## config.mk

```make
export PLATFORM = sky130hd
export DESIGN_NAME = drbs_front
export DESIGN_NICKNAME = d
export VERILOG_FILES = /design/src/design/drbs_pkg.sv /design/src/design/drbs_front.sv
export SDC_FILE = /design/constraint.sdc
export NUM_CORES = 1
export LEC_CHECK = 0
export BUFFER_PORTS_ARGS = -buffer_cell sky130_fd_sc_hd__buf_2
export CAP_MARGIN = 20
export CORE_UTILIZATION = 44
export DETAILED_ROUTE_END_ITERATION = 7
export GPL_ROUTABILITY_DRIVEN = 0
export PLACE_DENSITY = 0.87
export SETUP_SLACK_MARGIN = 0.3
export SLEW_MARGIN = 0
export SYNTH_ARGS = -nofsm -noshare
export SYNTH_HDL_FRONTEND = slang
export SYNTH_SLANG_ARGS = --single-unit
```

## constraint.sdc

```tcl
create_clock -name vclk -period 8.7
set_clock_uncertainty 0.15 [all_clocks]
set_input_delay 2.61 -clock vclk [all_inputs]
set_output_delay 2.61 -clock vclk [all_outputs]
set_load 0.05 [all_outputs]
```

## src/design/drbs_pkg.sv

```systemverilog
// Shared constants and types for the depth background subtraction block.
package drbs_pkg;

  localparam int FRAME_WIDTH  = 640;
  localparam int FRAME_HEIGHT = 480;
  localparam int NPIX         = FRAME_WIDTH * FRAME_HEIGHT;
  localparam int ADDR_W       = $clog2(NPIX);

  localparam int X_W        = 10;
  localparam int Y_W        = 9;
  localparam int DEPTH_W    = 16;
  localparam int COLOR_W    = 8;
  localparam int DIFF_W     = 17;
  localparam int THR_W      = 9;
  localparam int CFG_IDX_W  = 3;
  localparam int CFG_DATA_W = 10;

  localparam int QUEUE_DEPTH = 4;

  localparam logic OP_PROCESS = 1'b0;
  localparam logic OP_CAPTURE = 1'b1;

  localparam logic [COLOR_W-1:0] COLOR_MAX = 8'hFF;
  localparam logic [COLOR_W-1:0] COLOR_MIN = 8'h00;

  typedef enum logic [CFG_IDX_W-1:0] {
    CFG_ROI_LEFT        = 3'd0,
    CFG_ROI_TOP         = 3'd1,
    CFG_ROI_WIDTH       = 3'd2,
    CFG_ROI_HEIGHT      = 3'd3,
    CFG_DEPTH_THRESHOLD = 3'd4
  } cfg_idx_t;

  typedef struct packed {
    logic [X_W-1:0]   roi_left;
    logic [Y_W-1:0]   roi_top;
    logic [X_W-1:0]   roi_width;
    logic [Y_W-1:0]   roi_height;
    logic [THR_W-1:0] depth_threshold;
  } cfg_t;

  // Classified request handed from the front to the back.
  typedef struct packed {
    logic               store;      // capture inside the frame
    logic               set_valid;  // capture of the bottom right pixel
    logic               check;      // process inside frame and rectangle
    logic [ADDR_W-1:0]  addr;
    logic [DEPTH_W-1:0] depth;
    logic [COLOR_W-1:0] red;
    logic [COLOR_W-1:0] green;
    logic [COLOR_W-1:0] blue;
  } cmd_t;

endpackage

```

## src/design/drbs_front.sv

```systemverilog
// Front part: accepts pixels, classifies them and forms the memory address.
module drbs_front (
  input  logic                            in_valid,
  output logic                            in_ready,
  input  logic                            op,
  input  logic [drbs_pkg::X_W-1:0]        pix_x,
  input  logic [drbs_pkg::Y_W-1:0]        pix_y,
  input  logic [drbs_pkg::DEPTH_W-1:0]    depth_in,
  input  logic [drbs_pkg::COLOR_W-1:0]    red_in,
  input  logic [drbs_pkg::COLOR_W-1:0]    green_in,
  input  logic [drbs_pkg::COLOR_W-1:0]    blue_in,
  input  drbs_pkg::cfg_t                  cfg,
  input  logic                            q_full,
  output logic                            push,
  output drbs_pkg::cmd_t                  push_cmd
);
  import drbs_pkg::*;

  logic         in_frame;
  logic         last_pix;
  logic         in_rect;
  logic [X_W:0] right_edge;
  logic [Y_W:0] bottom_edge;

  assign in_ready = !q_full;
  assign push     = in_valid && !q_full;

  always_comb begin
    in_frame    = (32'(pix_x) < 32'(FRAME_WIDTH)) && (32'(pix_y) < 32'(FRAME_HEIGHT));
    last_pix    = (32'(pix_x) == 32'(FRAME_WIDTH - 1)) &&
                  (32'(pix_y) == 32'(FRAME_HEIGHT - 1));
    // exclusive bounds, sums kept one bit wider so they never wrap
    right_edge  = {1'b0, cfg.roi_left} + {1'b0, cfg.roi_width};
    bottom_edge = {1'b0, cfg.roi_top} + {1'b0, cfg.roi_height};
    in_rect     = (pix_x > cfg.roi_left) && ({1'b0, pix_x} < right_edge) &&
                  (pix_y > cfg.roi_top) && ({1'b0, pix_y} < bottom_edge);

    push_cmd.store     = (op == OP_CAPTURE) && in_frame;
    push_cmd.set_valid = (op == OP_CAPTURE) && in_frame && last_pix;
    push_cmd.check     = (op == OP_PROCESS) && in_frame && in_rect;
    push_cmd.addr      = ADDR_W'(pix_y) * ADDR_W'(FRAME_WIDTH) + ADDR_W'(pix_x);
    push_cmd.depth     = depth_in;
    push_cmd.red       = red_in;
    push_cmd.green     = green_in;
    push_cmd.blue      = blue_in;
  end

endmodule

```

==> run summary <==
DRC violation count after routing: 0
Cell variety after synth: 49
Worst Path Arrival: 5710 ps
Number of cells in the finished layout apart from fillers: 474
Worst Setup Path Type: primary input to output pin
Most numerous cell on the critical path: sky130_fd_sc_hd__a21o_1
Leakage component of the power: 1.68 nW
Port Buffers: 84
Period minus WS final: 8470 ps
Req. time, crit path: 5940 ps
Fin nets: 586
Seq/Total Area, Yosys: 0%
Net count of the mapped netlist: 538
Reported max-cap violation count: 0
Largest fanout on the critical path: 2
Number of iterations in the first detailed-routing pass: 4
Fin. Hold Viols: 0
# IOs: 173
Global routing usage summed across all routing layers: 19.8%
Post-detailed-route wirelength per cell: 14.3 um
Aggregate global routing overflow: 0
Number of antenna violations at the first check in global routing: 0
Area share of the largest cell type after synthesis: 33.0%
Endpoint class of the critical path: output pin
Final cycle utilization of the critical path: 97.4%
HPWL after detailed placement: 5.68 mm
Post-detailed-route via-to-cell ratio: 5.61
Number of buffer and inverter instances along the worst setup path: 2
Floorplan die area: 0.00653 mm^2
Total standard cell area after synthesis: 0.00273 mm^2
Std-Cell Core Area: 0.00596 mm^2
Number of core rows: 28
RSZ-0062 raised after global routing: yes
Highest cell delay on the worst timing path: 340 ps
Dpl cells: 465
Worst hold slack: 5070 ps
Startpoint kind of the worst setup timing path: primary input
List of most frequent post-synthesis cells: 72 x sky130_fd_sc_hd__ha_1, 47 x sky130_fd_sc_hd__buf_4, 40 x sky130_fd_sc_hd__inv_1
Number of warnings printed during yosys synthesis: 0
Synthesized area divided by synthesized cell count: 7.74 um^2
Number of stages on the worst setup path: 17
DRT antenna net count: 0
Cts hold-fix bufs: 0
Finish-stage setup viols: 0
Starting Density: 45.9%
Worst IR drop on VDD: 0.0411 mV
Pin count of the biggest net entering global routing: 9
Initial drt markers: 75
Number of max-slew violations in the final report: 0
Inserted Diodes: 0
Worst rel slew slack: 69.9%
Cell type contributing the most total cell area after synthesis: sky130_fd_sc_hd__ha_1
Final-layout clock buffer total: 0
Via count of the first global-routing pass: 2550
Result of the run: finished clean
Worst path slowest cell: sky130_fd_sc_hd__fa_2
Via count of the routed design: 2657
Vertical die dimension: 80.8 um
Transition at the pin with the smallest max-transition slack: 445 ps
Area taken by flip-flops and latches: 0 um^2
Category of cells accounting for the largest share of critical-path delay: compound AO/OA/AOI/OAI gates
Cell with the most instances after synthesis: sky130_fd_sc_hd__ha_1
Fraction of layout instances using a drive strength above 1: 28.1%
Global-route wire length before repair: 10.6 mm
Gate count after technology mapping: 353
Final routed wirelength across all metal layers: 6.79 mm
Dominant cells by area after synthesis: sky130_fd_sc_hd__ha_1 33%, sky130_fd_sc_hd__buf_4 13%, sky130_fd_sc_hd__inv_1 5.5%, sky130_fd_sc_hd__xor2_1 4.2%, sky130_fd_sc_hd__a21oi_1 3.8%
Total power: 293 uW
Sum Neg Setup Slack: 0 ps
Crit path cell chain: buf_8 -> ha_4 -> fa_2 -> a21oi_2 -> nor2b_1 -> o21ai_2 -> nand2_1 -> a31oi_1 -> xor2_1 -> ha_1 -> a21o_1 -> a21o_1 -> a211o_1 -> a41oi_2 -> nor4_4 -> a211oi_4 -> buf_6
Achievable clock frequency: 118 MHz
Die X: 80.8 um
Area delta synth->final: 11.8%
Sequential cell count: 0
Hold path depth: 0
Hold Path Class: primary input to output pin
Power per standard cell area: 95.9 mW/mm^2
==> worst paths after layout <==
check | startpoint | to | slack, ps
min | green_in[3] | push_cmd[11] | 5070
max | cfg[37] | push_cmd[59] | 230
==> repair_timing <==
item                                    4_1_cts  5_1_grt
pin swaps                                    14        6
gates resized for setup                      15        2
endpoints found under the setup margin        1        1
setup buffers                                 7        2
==> per-stage QoR <==
| step | worst slack (ps) | util [%] | area [um^2] |
|---|---|---|---|
| global route | 127 | 51.3 | 3060 |
| CTS | 266 | 50.9 | 3030 |
| finish | 229 | 51.3 | 3060 |
| detailed placement | -53.6 | 48.7 | 2900 |
| floorplan | 322 | - | 2750 |
| global placement | 33.2 | 48.7 | 2900 |
==> cells in the final DEF, fill, tap and decap left out, types with 2 or more instances in the layout <==
cell type	n
sky130_fd_sc_hd__buf_2	81
sky130_fd_sc_hd__ha_1	71
sky130_fd_sc_hd__inv_1	40
sky130_fd_sc_hd__a21oi_1	19
sky130_fd_sc_hd__o21ai_0	17
sky130_fd_sc_hd__xor2_1	13
sky130_fd_sc_hd__a21o_1	12
sky130_fd_sc_hd__nor2_1	11
sky130_fd_sc_hd__nand2_1	11
sky130_fd_sc_hd__xnor2_1	10
sky130_fd_sc_hd__buf_4	10
sky130_fd_sc_hd__nand2b_1	7
sky130_fd_sc_hd__nor3_1	7
sky130_fd_sc_hd__nor2b_1	6
sky130_fd_sc_hd__nand3_1	6
sky130_fd_sc_hd__nand4_1	6
sky130_fd_sc_hd__and3_1	5
sky130_fd_sc_hd__a211oi_1	4
sky130_fd_sc_hd__o21bai_1	4
sky130_fd_sc_hd__a211o_1	4
sky130_fd_sc_hd__o211ai_1	3
sky130_fd_sc_hd__a31oi_1	3
sky130_fd_sc_hd__nor4_1	3
sky130_fd_sc_hd__o21a_1	3
sky130_fd_sc_hd__fa_1	3
sky130_fd_sc_hd__o21ai_2	2
sky130_fd_sc_hd__or2_2	2
sky130_fd_sc_hd__a21oi_2	2
sky130_fd_sc_hd__or3_1	2
sky130_fd_sc_hd__a221oi_1	2
sky130_fd_sc_hd__o22ai_1	2
sky130_fd_sc_hd__buf_6	2
==> layer usage <==
metal,share of wire [%],routed length [um],up-vias,GRT usage (%)
li1,-,-,1325,-
met4,1.6,112,0,3.04
met5,0,0,-,0
met2,50,3410,98,39.6
met1,43,2890,1216,22.8
met3,5.6,377,18,1.69
==> where the power goes <==
group / internal [mW] / switching (mW)
combinational: 0.114 / 0.179
sequential: 0 / 0
clock: 0 / 0
==> logic make-up after synthesis <==
group | share of synthesized area, %
AND/OR/NAND/NOR | 16.7
buffers and inverters | 18.8
XOR/XNOR | 7.37
multiplexers | 0.366
adder cells (fa/ha/maj) | 35.9
AO/OA/AOI/OAI | 20.8
==> final cells by class <==
cell class / instances / area [um^2]
Fill cell: 561 / 2900
Multi-Input combinational cell: 265 / 2290
Timing Repair Buffer: 94 / 518
Inverter: 40 / 150
Tap cell: 75 / 93.8
Power figures use the tool's default switching activity.
