===== config.mk =====
export PLATFORM = sky130hd
export DESIGN_NAME = drbs_queue
export DESIGN_NICKNAME = d
export VERILOG_FILES = /design/src/design/drbs_pkg.sv /design/src/design/drbs_queue.sv
export SDC_FILE = /design/constraint.sdc
export NUM_CORES = 1
export LEC_CHECK = 0
export BUFFER_PORTS_ARGS = -buffer_cell sky130_fd_sc_hd__buf_4
export CAP_MARGIN = 0
export CORE_ASPECT_RATIO = 1.5
export CORE_MARGIN = 4
export CORE_UTILIZATION = 57
export DETAILED_ROUTE_END_ITERATION = 10
export HOLD_SLACK_MARGIN = 0.12
export PLACE_DENSITY = 0.86
export SYNTH_ARGS = -nofsm -noshare
export SYNTH_HDL_FRONTEND = slang
export SYNTH_SLANG_ARGS = --single-unit

===== constraint.sdc =====
create_clock -name clk -period 2.7 [get_ports clk]
set_input_delay 0.54 -clock clk [delete_from_list [all_inputs] [get_ports clk]]
set_output_delay 0.54 -clock clk [all_outputs]
set_load 0.03 [all_outputs]

===== src/design/drbs_pkg.sv =====
// Shared constants and types for the depth background subtraction block.
package drbs_pkg;

  localparam int FRAME_WIDTH  = 640;
  localparam int FRAME_HEIGHT = 480;
  localparam int NPIX         = FRAME_WIDTH * FRAME_HEIGHT;
  localparam int ADDR_W       = $clog2(NPIX);

  localparam int X_W        = 10;
  localparam int Y_W        = 9;
  localparam int DEPTH_W    = 16;
  localparam int COLOR_W    = 8;
  localparam int DIFF_W     = 17;
  localparam int THR_W      = 9;
  localparam int CFG_IDX_W  = 3;
  localparam int CFG_DATA_W = 10;

  localparam int QUEUE_DEPTH = 4;

  localparam logic OP_PROCESS = 1'b0;
  localparam logic OP_CAPTURE = 1'b1;

  localparam logic [COLOR_W-1:0] COLOR_MAX = 8'hFF;
  localparam logic [COLOR_W-1:0] COLOR_MIN = 8'h00;

  typedef enum logic [CFG_IDX_W-1:0] {
    CFG_ROI_LEFT        = 3'd0,
    CFG_ROI_TOP         = 3'd1,
    CFG_ROI_WIDTH       = 3'd2,
    CFG_ROI_HEIGHT      = 3'd3,
    CFG_DEPTH_THRESHOLD = 3'd4
  } cfg_idx_t;

  typedef struct packed {
    logic [X_W-1:0]   roi_left;
    logic [Y_W-1:0]   roi_top;
    logic [X_W-1:0]   roi_width;
    logic [Y_W-1:0]   roi_height;
    logic [THR_W-1:0] depth_threshold;
  } cfg_t;

  // Classified request handed from the front to the back.
  typedef struct packed {
    logic               store;      // capture inside the frame
    logic               set_valid;  // capture of the bottom right pixel
    logic               check;      // process inside frame and rectangle
    logic [ADDR_W-1:0]  addr;
    logic [DEPTH_W-1:0] depth;
    logic [COLOR_W-1:0] red;
    logic [COLOR_W-1:0] green;
    logic [COLOR_W-1:0] blue;
  } cmd_t;

endpackage


===== src/design/drbs_queue.sv =====
// Small request queue between the front and back parts.
module drbs_queue (
  input  logic          clk,
  input  logic          rst,
  input  logic          push,
  input  drbs_pkg::cmd_t push_cmd,
  output logic          full,
  input  logic          pop,
  output logic          head_valid,
  output drbs_pkg::cmd_t head_cmd
);
  import drbs_pkg::*;

  localparam int PTR_W = $clog2(QUEUE_DEPTH);
  localparam int CNT_W = $clog2(QUEUE_DEPTH + 1);

  cmd_t             entries [QUEUE_DEPTH];
  logic [PTR_W-1:0] wr_ptr;
  logic [PTR_W-1:0] rd_ptr;
  logic [CNT_W-1:0] count;

  assign full       = (count == CNT_W'(QUEUE_DEPTH));
  assign head_valid = (count != '0);
  assign head_cmd   = entries[rd_ptr];

  always_ff @(posedge clk) begin
    if (push) begin
      entries[wr_ptr] <= push_cmd;
    end
  end

  always_ff @(posedge clk) begin
    if (rst) begin
      wr_ptr <= '0;
      rd_ptr <= '0;
      count  <= '0;
    end else begin
      if (push) begin
        wr_ptr <= wr_ptr + PTR_W'(1);
      end
      if (pop) begin
        rd_ptr <= rd_ptr + PTR_W'(1);
      end
      if (push && !pop) begin
        count <= count + CNT_W'(1);
      end else if (pop && !push) begin
        count <= count - CNT_W'(1);
      end
    end
  end

endmodule


==> implementation parameters <==
Parameter                              Value

Pwr
  Power share of the sequential group ... 52.4%
  Overall power of the completed layout ... 0.00889 W
  Logic pwr share ... 13.3%
  Internal power summed over all cells ... 0.00685 W
  Static leakage ... 3.86 nW
  Switching power summed over all nets ... 0.00204 W
  Switching share of power ... 22.9%
  Peak VDD IR ... 530 uV
  Cell area power density ... 781 mW/mm^2
  Portion of total power attributed to the clock network ... 34.3%

Die
  Y dimension of the die ... 166 um
  Top-level port count ... 130
  Die area ... 0.0187 mm^2
  Row Count ... 57
  Area of the core ... 0.0163 mm^2
  Effective utilization at floorplan ... 58.1%
  X dimension of the die ... 113 um

Worst setup path
  Crit-path max cell delay ... 0.58 ns
  Total buffers and inverters traversed by the critical path ... 2
  Critical Path Sink Type ... primary output
  Slowest-stage cell, CP ... sky130_fd_sc_hd__mux4_2
  Sort of element at the start of the critical path ... register
  WP data required ... 2.16 ns
  Arrival time of the worst setup path ... 2.07 ns
  Source of the worst register-to-register timing path ... wr_ptr[0]
  Start-to-end type of the worst setup path ... reg2out
  Crit-path max FO ... 24
  CP cell instances ... buf_12 > mux4_2 > buf_4
  Kind of cell adding the most delay to the critical path ... multiplexers

Finish
  Layout cell share with drive strength beyond 1 ... 43.7%
  FF/Latch Area ... 0.00763 mm^2
  Multi-input logic area ... 0.00165 mm^2
  Fill count ... 983
  Total number of nets in the final design ... 586
  Share of the core filled with cells in the final layout ... 70.0%
  Area growth, synth to finish ... 20.4%

CTS
  TritonCTS clock tree ... done
  H-tree levels ... 1
  Insertion delay to the later sink of the worst-skew pair ... 0.49 ns
  Maximum buffer depth of the clock tree ... 3
  Post-CTS Hold Buffers ... 0
  Num CTS Buffers ... 23
  Clock-pin transition on the worst setup and hold timing paths ... 0.06 ns
  Clk sink count ... 257
  Root buffer cell ... sky130_fd_sc_hd__clkbuf_16

Synthesis
  Post-synthesis cell count ... 368
  Proportion of netlist area held by the largest area contributor ... 78.8%
  Share of the synthesized netlist area taken by xor and xnor gates ... 0.464%
  Number of flip-flops and latches in the synthesized netlist ... 257
  Compound-cell area share of the yosys netlist ... 0.106%
  Number of warnings reported in the yosys synthesis log ... 0
  Commonest register cell after synthesis ... sky130_fd_sc_hd__edfxtp_1
  Largest area contributor in the netlist ... sky130_fd_sc_hd__edfxtp_1
  Dominant combinational cell family by area after synthesis ... multiplexers
  Count of cell types in the netlist ... 21
  Fraction of the yosys area taken by sequential cells ... 80.7%
  Count of flip-flops with a built-in enable after synthesis ... 248
  Leading post-synthesis cells by instance count ... sky130_fd_sc_hd__edfxtp_1, sky130_fd_sc_hd__mux4_2, sky130_fd_sc_hd__dfxtp_1
  Summed instance area of the synthesized netlist ... 0.00945 mm^2
  Multiplexer area fraction after synthesis ... 15.1%
  Adder and majority gate portion of the synthesized area ... 0.874%
  Simple-gate portion of the synthesized area ... 0.795%
  Most area-consuming cells after synthesis ... sky130_fd_sc_hd__edfxtp_1, sky130_fd_sc_hd__mux4_2, sky130_fd_sc_hd__dfxtp_1
  Post-synthesis async set-or-reset flop share ... 0%
  Most frequent cell after synthesis ... sky130_fd_sc_hd__edfxtp_1
  Mapped Avg Cell Area ... 25.7 um^2
  Net count of the mapped netlist ... 440

Place
  Final RePlAce weighted congestion ... 0.716
  Count of input and output buffers ... 129
  Half-perimeter wire length of the detailed placement result ... 10500 um

GRT
  Number of global-route vias before repair ... 4608
  Initial antenna violation count ... 0
  Global-route total usage across every layer ... 18.5%
  Global-route wire length before repair ... 26400 um
  Maximum number of pins on one net before global-route repair ... 43
  Remaining global-route overflow ... 0

STA
  Final Critical Period ... 2.61 ns
  Setup repair after global routing missed its margin ... true
  Least-Margin Pin Slew ... 0.536 ns
  Max Freq ... 383 MHz
  Max transition margin ... 64.2%
  Total negative setup slack ... 0 ns
  Final count of negative-setup-slack endpoints ... 0
  Setup skew after layout ... 0.00976 ns
  Share of the clock period used by the worst path after layout ... 96.8%
  Count of pins over their slew limit ... 0
  Count of final hold-check violations ... 0

Routing
  Avg Vias per Cell ... 5.72
  Overall via count from detail_route ... 4211
  Routed WL per cell ... 23.1 um
  DRT antenna net count ... 0
  Routed wire length ... 17000 um
  Starting DRC count in detailed routing ... 273
  Post-detailed-route DRC marker count ... 0
  Pre-antenna DRT Iters ... 5

Worst hold path
  Origin of the worst min-delay path ... push_cmd[54]
  Type of the most critical hold path ... in2reg

Job
  Maxcap violations ... 0

Outcome
  Status ... finished, final reports clean
-- flip-flops by register name (all words and copies together), names as in the netlist, named ones only --
| signal | count |
|---|---|
| count | 3 |
| wr_ptr | 2 |
| entries | 248 |
| rd_ptr | 2 |
-- area by class of cell --
cell class / instances / share of cell area [%]
multi-input cells: 92 / 14.5
repair buffers: 136 / 9.81
well taps: 206 / 2.27
flip-flops and latches: 257 / 67.1
diodes: 1 / 0.0220
inverters: 4 / 0.132
clock buffers: 28 / 5.22
clock inverters: 12 / 0.957
-- worst register-to-register path: cells and delay by family (launching register included) --
kind                       cells  cell delay, ns
DFF                            1            0.35
adders and majority gates      1            0.15
and+or+nand+nor                1            0.50
buffers and inverters          2            0.38
-- power groups by stage --
stage | registers, W | clock network (W) | logic, W
final | 0.00465 | 0.00305 | 0.00119
after global routing | 0.00467 | 0.00330 | 0.00126
after CTS | 0.00466 | 0.00311 | 0.00120
after detailed placement | 0.00474 | 0 | 0.00120
after global placement | 0.00472 | 0 | 0.00117
after floorplan | 0.00470 | 0 | 0.000780
-- path summary, 6_finish.rpt --
| kind | endpoint | slack (ns) | depth (start not counted) |
|---|---|---|---|
| worst min-delay path | entries[1][54] | 0.25 | 1 |
| worst max-delay path | head_cmd[42] | 0.09 | 3 |
| worst min register to register | count[2] | 0.51 | 2 |
| worst max register to register | entries[0][60] | 1.01 | 4 |
-- cell families after synthesis --
logic type      Yosys count
simple gates             15
compound gates            2
buf+inv                  19
fa+ha+maj                 6
mux                      64
flops                   257
xor+xnor                  5
-- layout by cell type, fill, tap and decap left out --
| cell | n |
|---|---|
| sky130_fd_sc_hd__clkinv_2 | 3 |
| sky130_fd_sc_hd__fa_1 | 1 |
| sky130_fd_sc_hd__xor2_1 | 3 |
| sky130_fd_sc_hd__bufinv_16 | 2 |
| sky130_fd_sc_hd__ha_1 | 5 |
| sky130_fd_sc_hd__nand2_1 | 1 |
| sky130_fd_sc_hd__diode_2 | 1 |
| sky130_fd_sc_hd__mux4_2 | 60 |
| sky130_fd_sc_hd__buf_12 | 6 |
| sky130_fd_sc_hd__clkinv_1 | 6 |
| sky130_fd_sc_hd__o21ai_0 | 1 |
| sky130_fd_sc_hd__buf_4 | 129 |
| sky130_fd_sc_hd__a21oi_1 | 1 |
| sky130_fd_sc_hd__xnor2_1 | 2 |
| sky130_fd_sc_hd__or3_1 | 2 |
| sky130_fd_sc_hd__buf_16 | 1 |
| sky130_fd_sc_hd__nor2_1 | 7 |
| sky130_fd_sc_hd__clkbuf_16 | 23 |
| sky130_fd_sc_hd__edfxtp_1 | 248 |
| sky130_fd_sc_hd__inv_1 | 4 |
| sky130_fd_sc_hd__clkbuf_1 | 5 |
| sky130_fd_sc_hd__dfxtp_4 | 2 |
| sky130_fd_sc_hd__dfxtp_1 | 7 |
| sky130_fd_sc_hd__mux4_1 | 2 |
| sky130_fd_sc_hd__inv_8 | 1 |
| sky130_fd_sc_hd__mux2i_1 | 2 |
| sky130_fd_sc_hd__nor3b_1 | 1 |
| sky130_fd_sc_hd__and2_4 | 4 |
-- stage by stage --
| step | hold slack [ns] | area, um^2 | instances | setup WS (ns) |
|---|---|---|---|---|
| 2_1_floorplan | 0.461 | 9450 | 368 | 0.271 |
| 3_5_place_dp | 0.504 | 10700 | 695 | 0.562 |
| 3_3_place_gp | 0.471 | 10700 | 695 | 0.576 |
| 4_1_cts | 0.227 | 11400 | 735 | 0.0377 |
| 6_report | 0.245 | 11400 | 736 | 0.0874 |
| 5_1_grt | 0.229 | 11400 | 735 | -0.0130 |
-- routing by layer --
layer	GRT usage (%)	wire, um	up-vias
li1	-	-	1856
met1	24.2	6410	2190
met2	31.3	9070	135
met3	3.47	1040	30
met4	6.38	495	0
met5	0	0	-
-- timing repair --
action / in CTS / in global routing
gates resized for setup: 0 / 1
endpoints found under the setup margin: 0 / 3
buffers inserted: 0 / 0
Note: power is estimated with default switching activity, not from simulation.
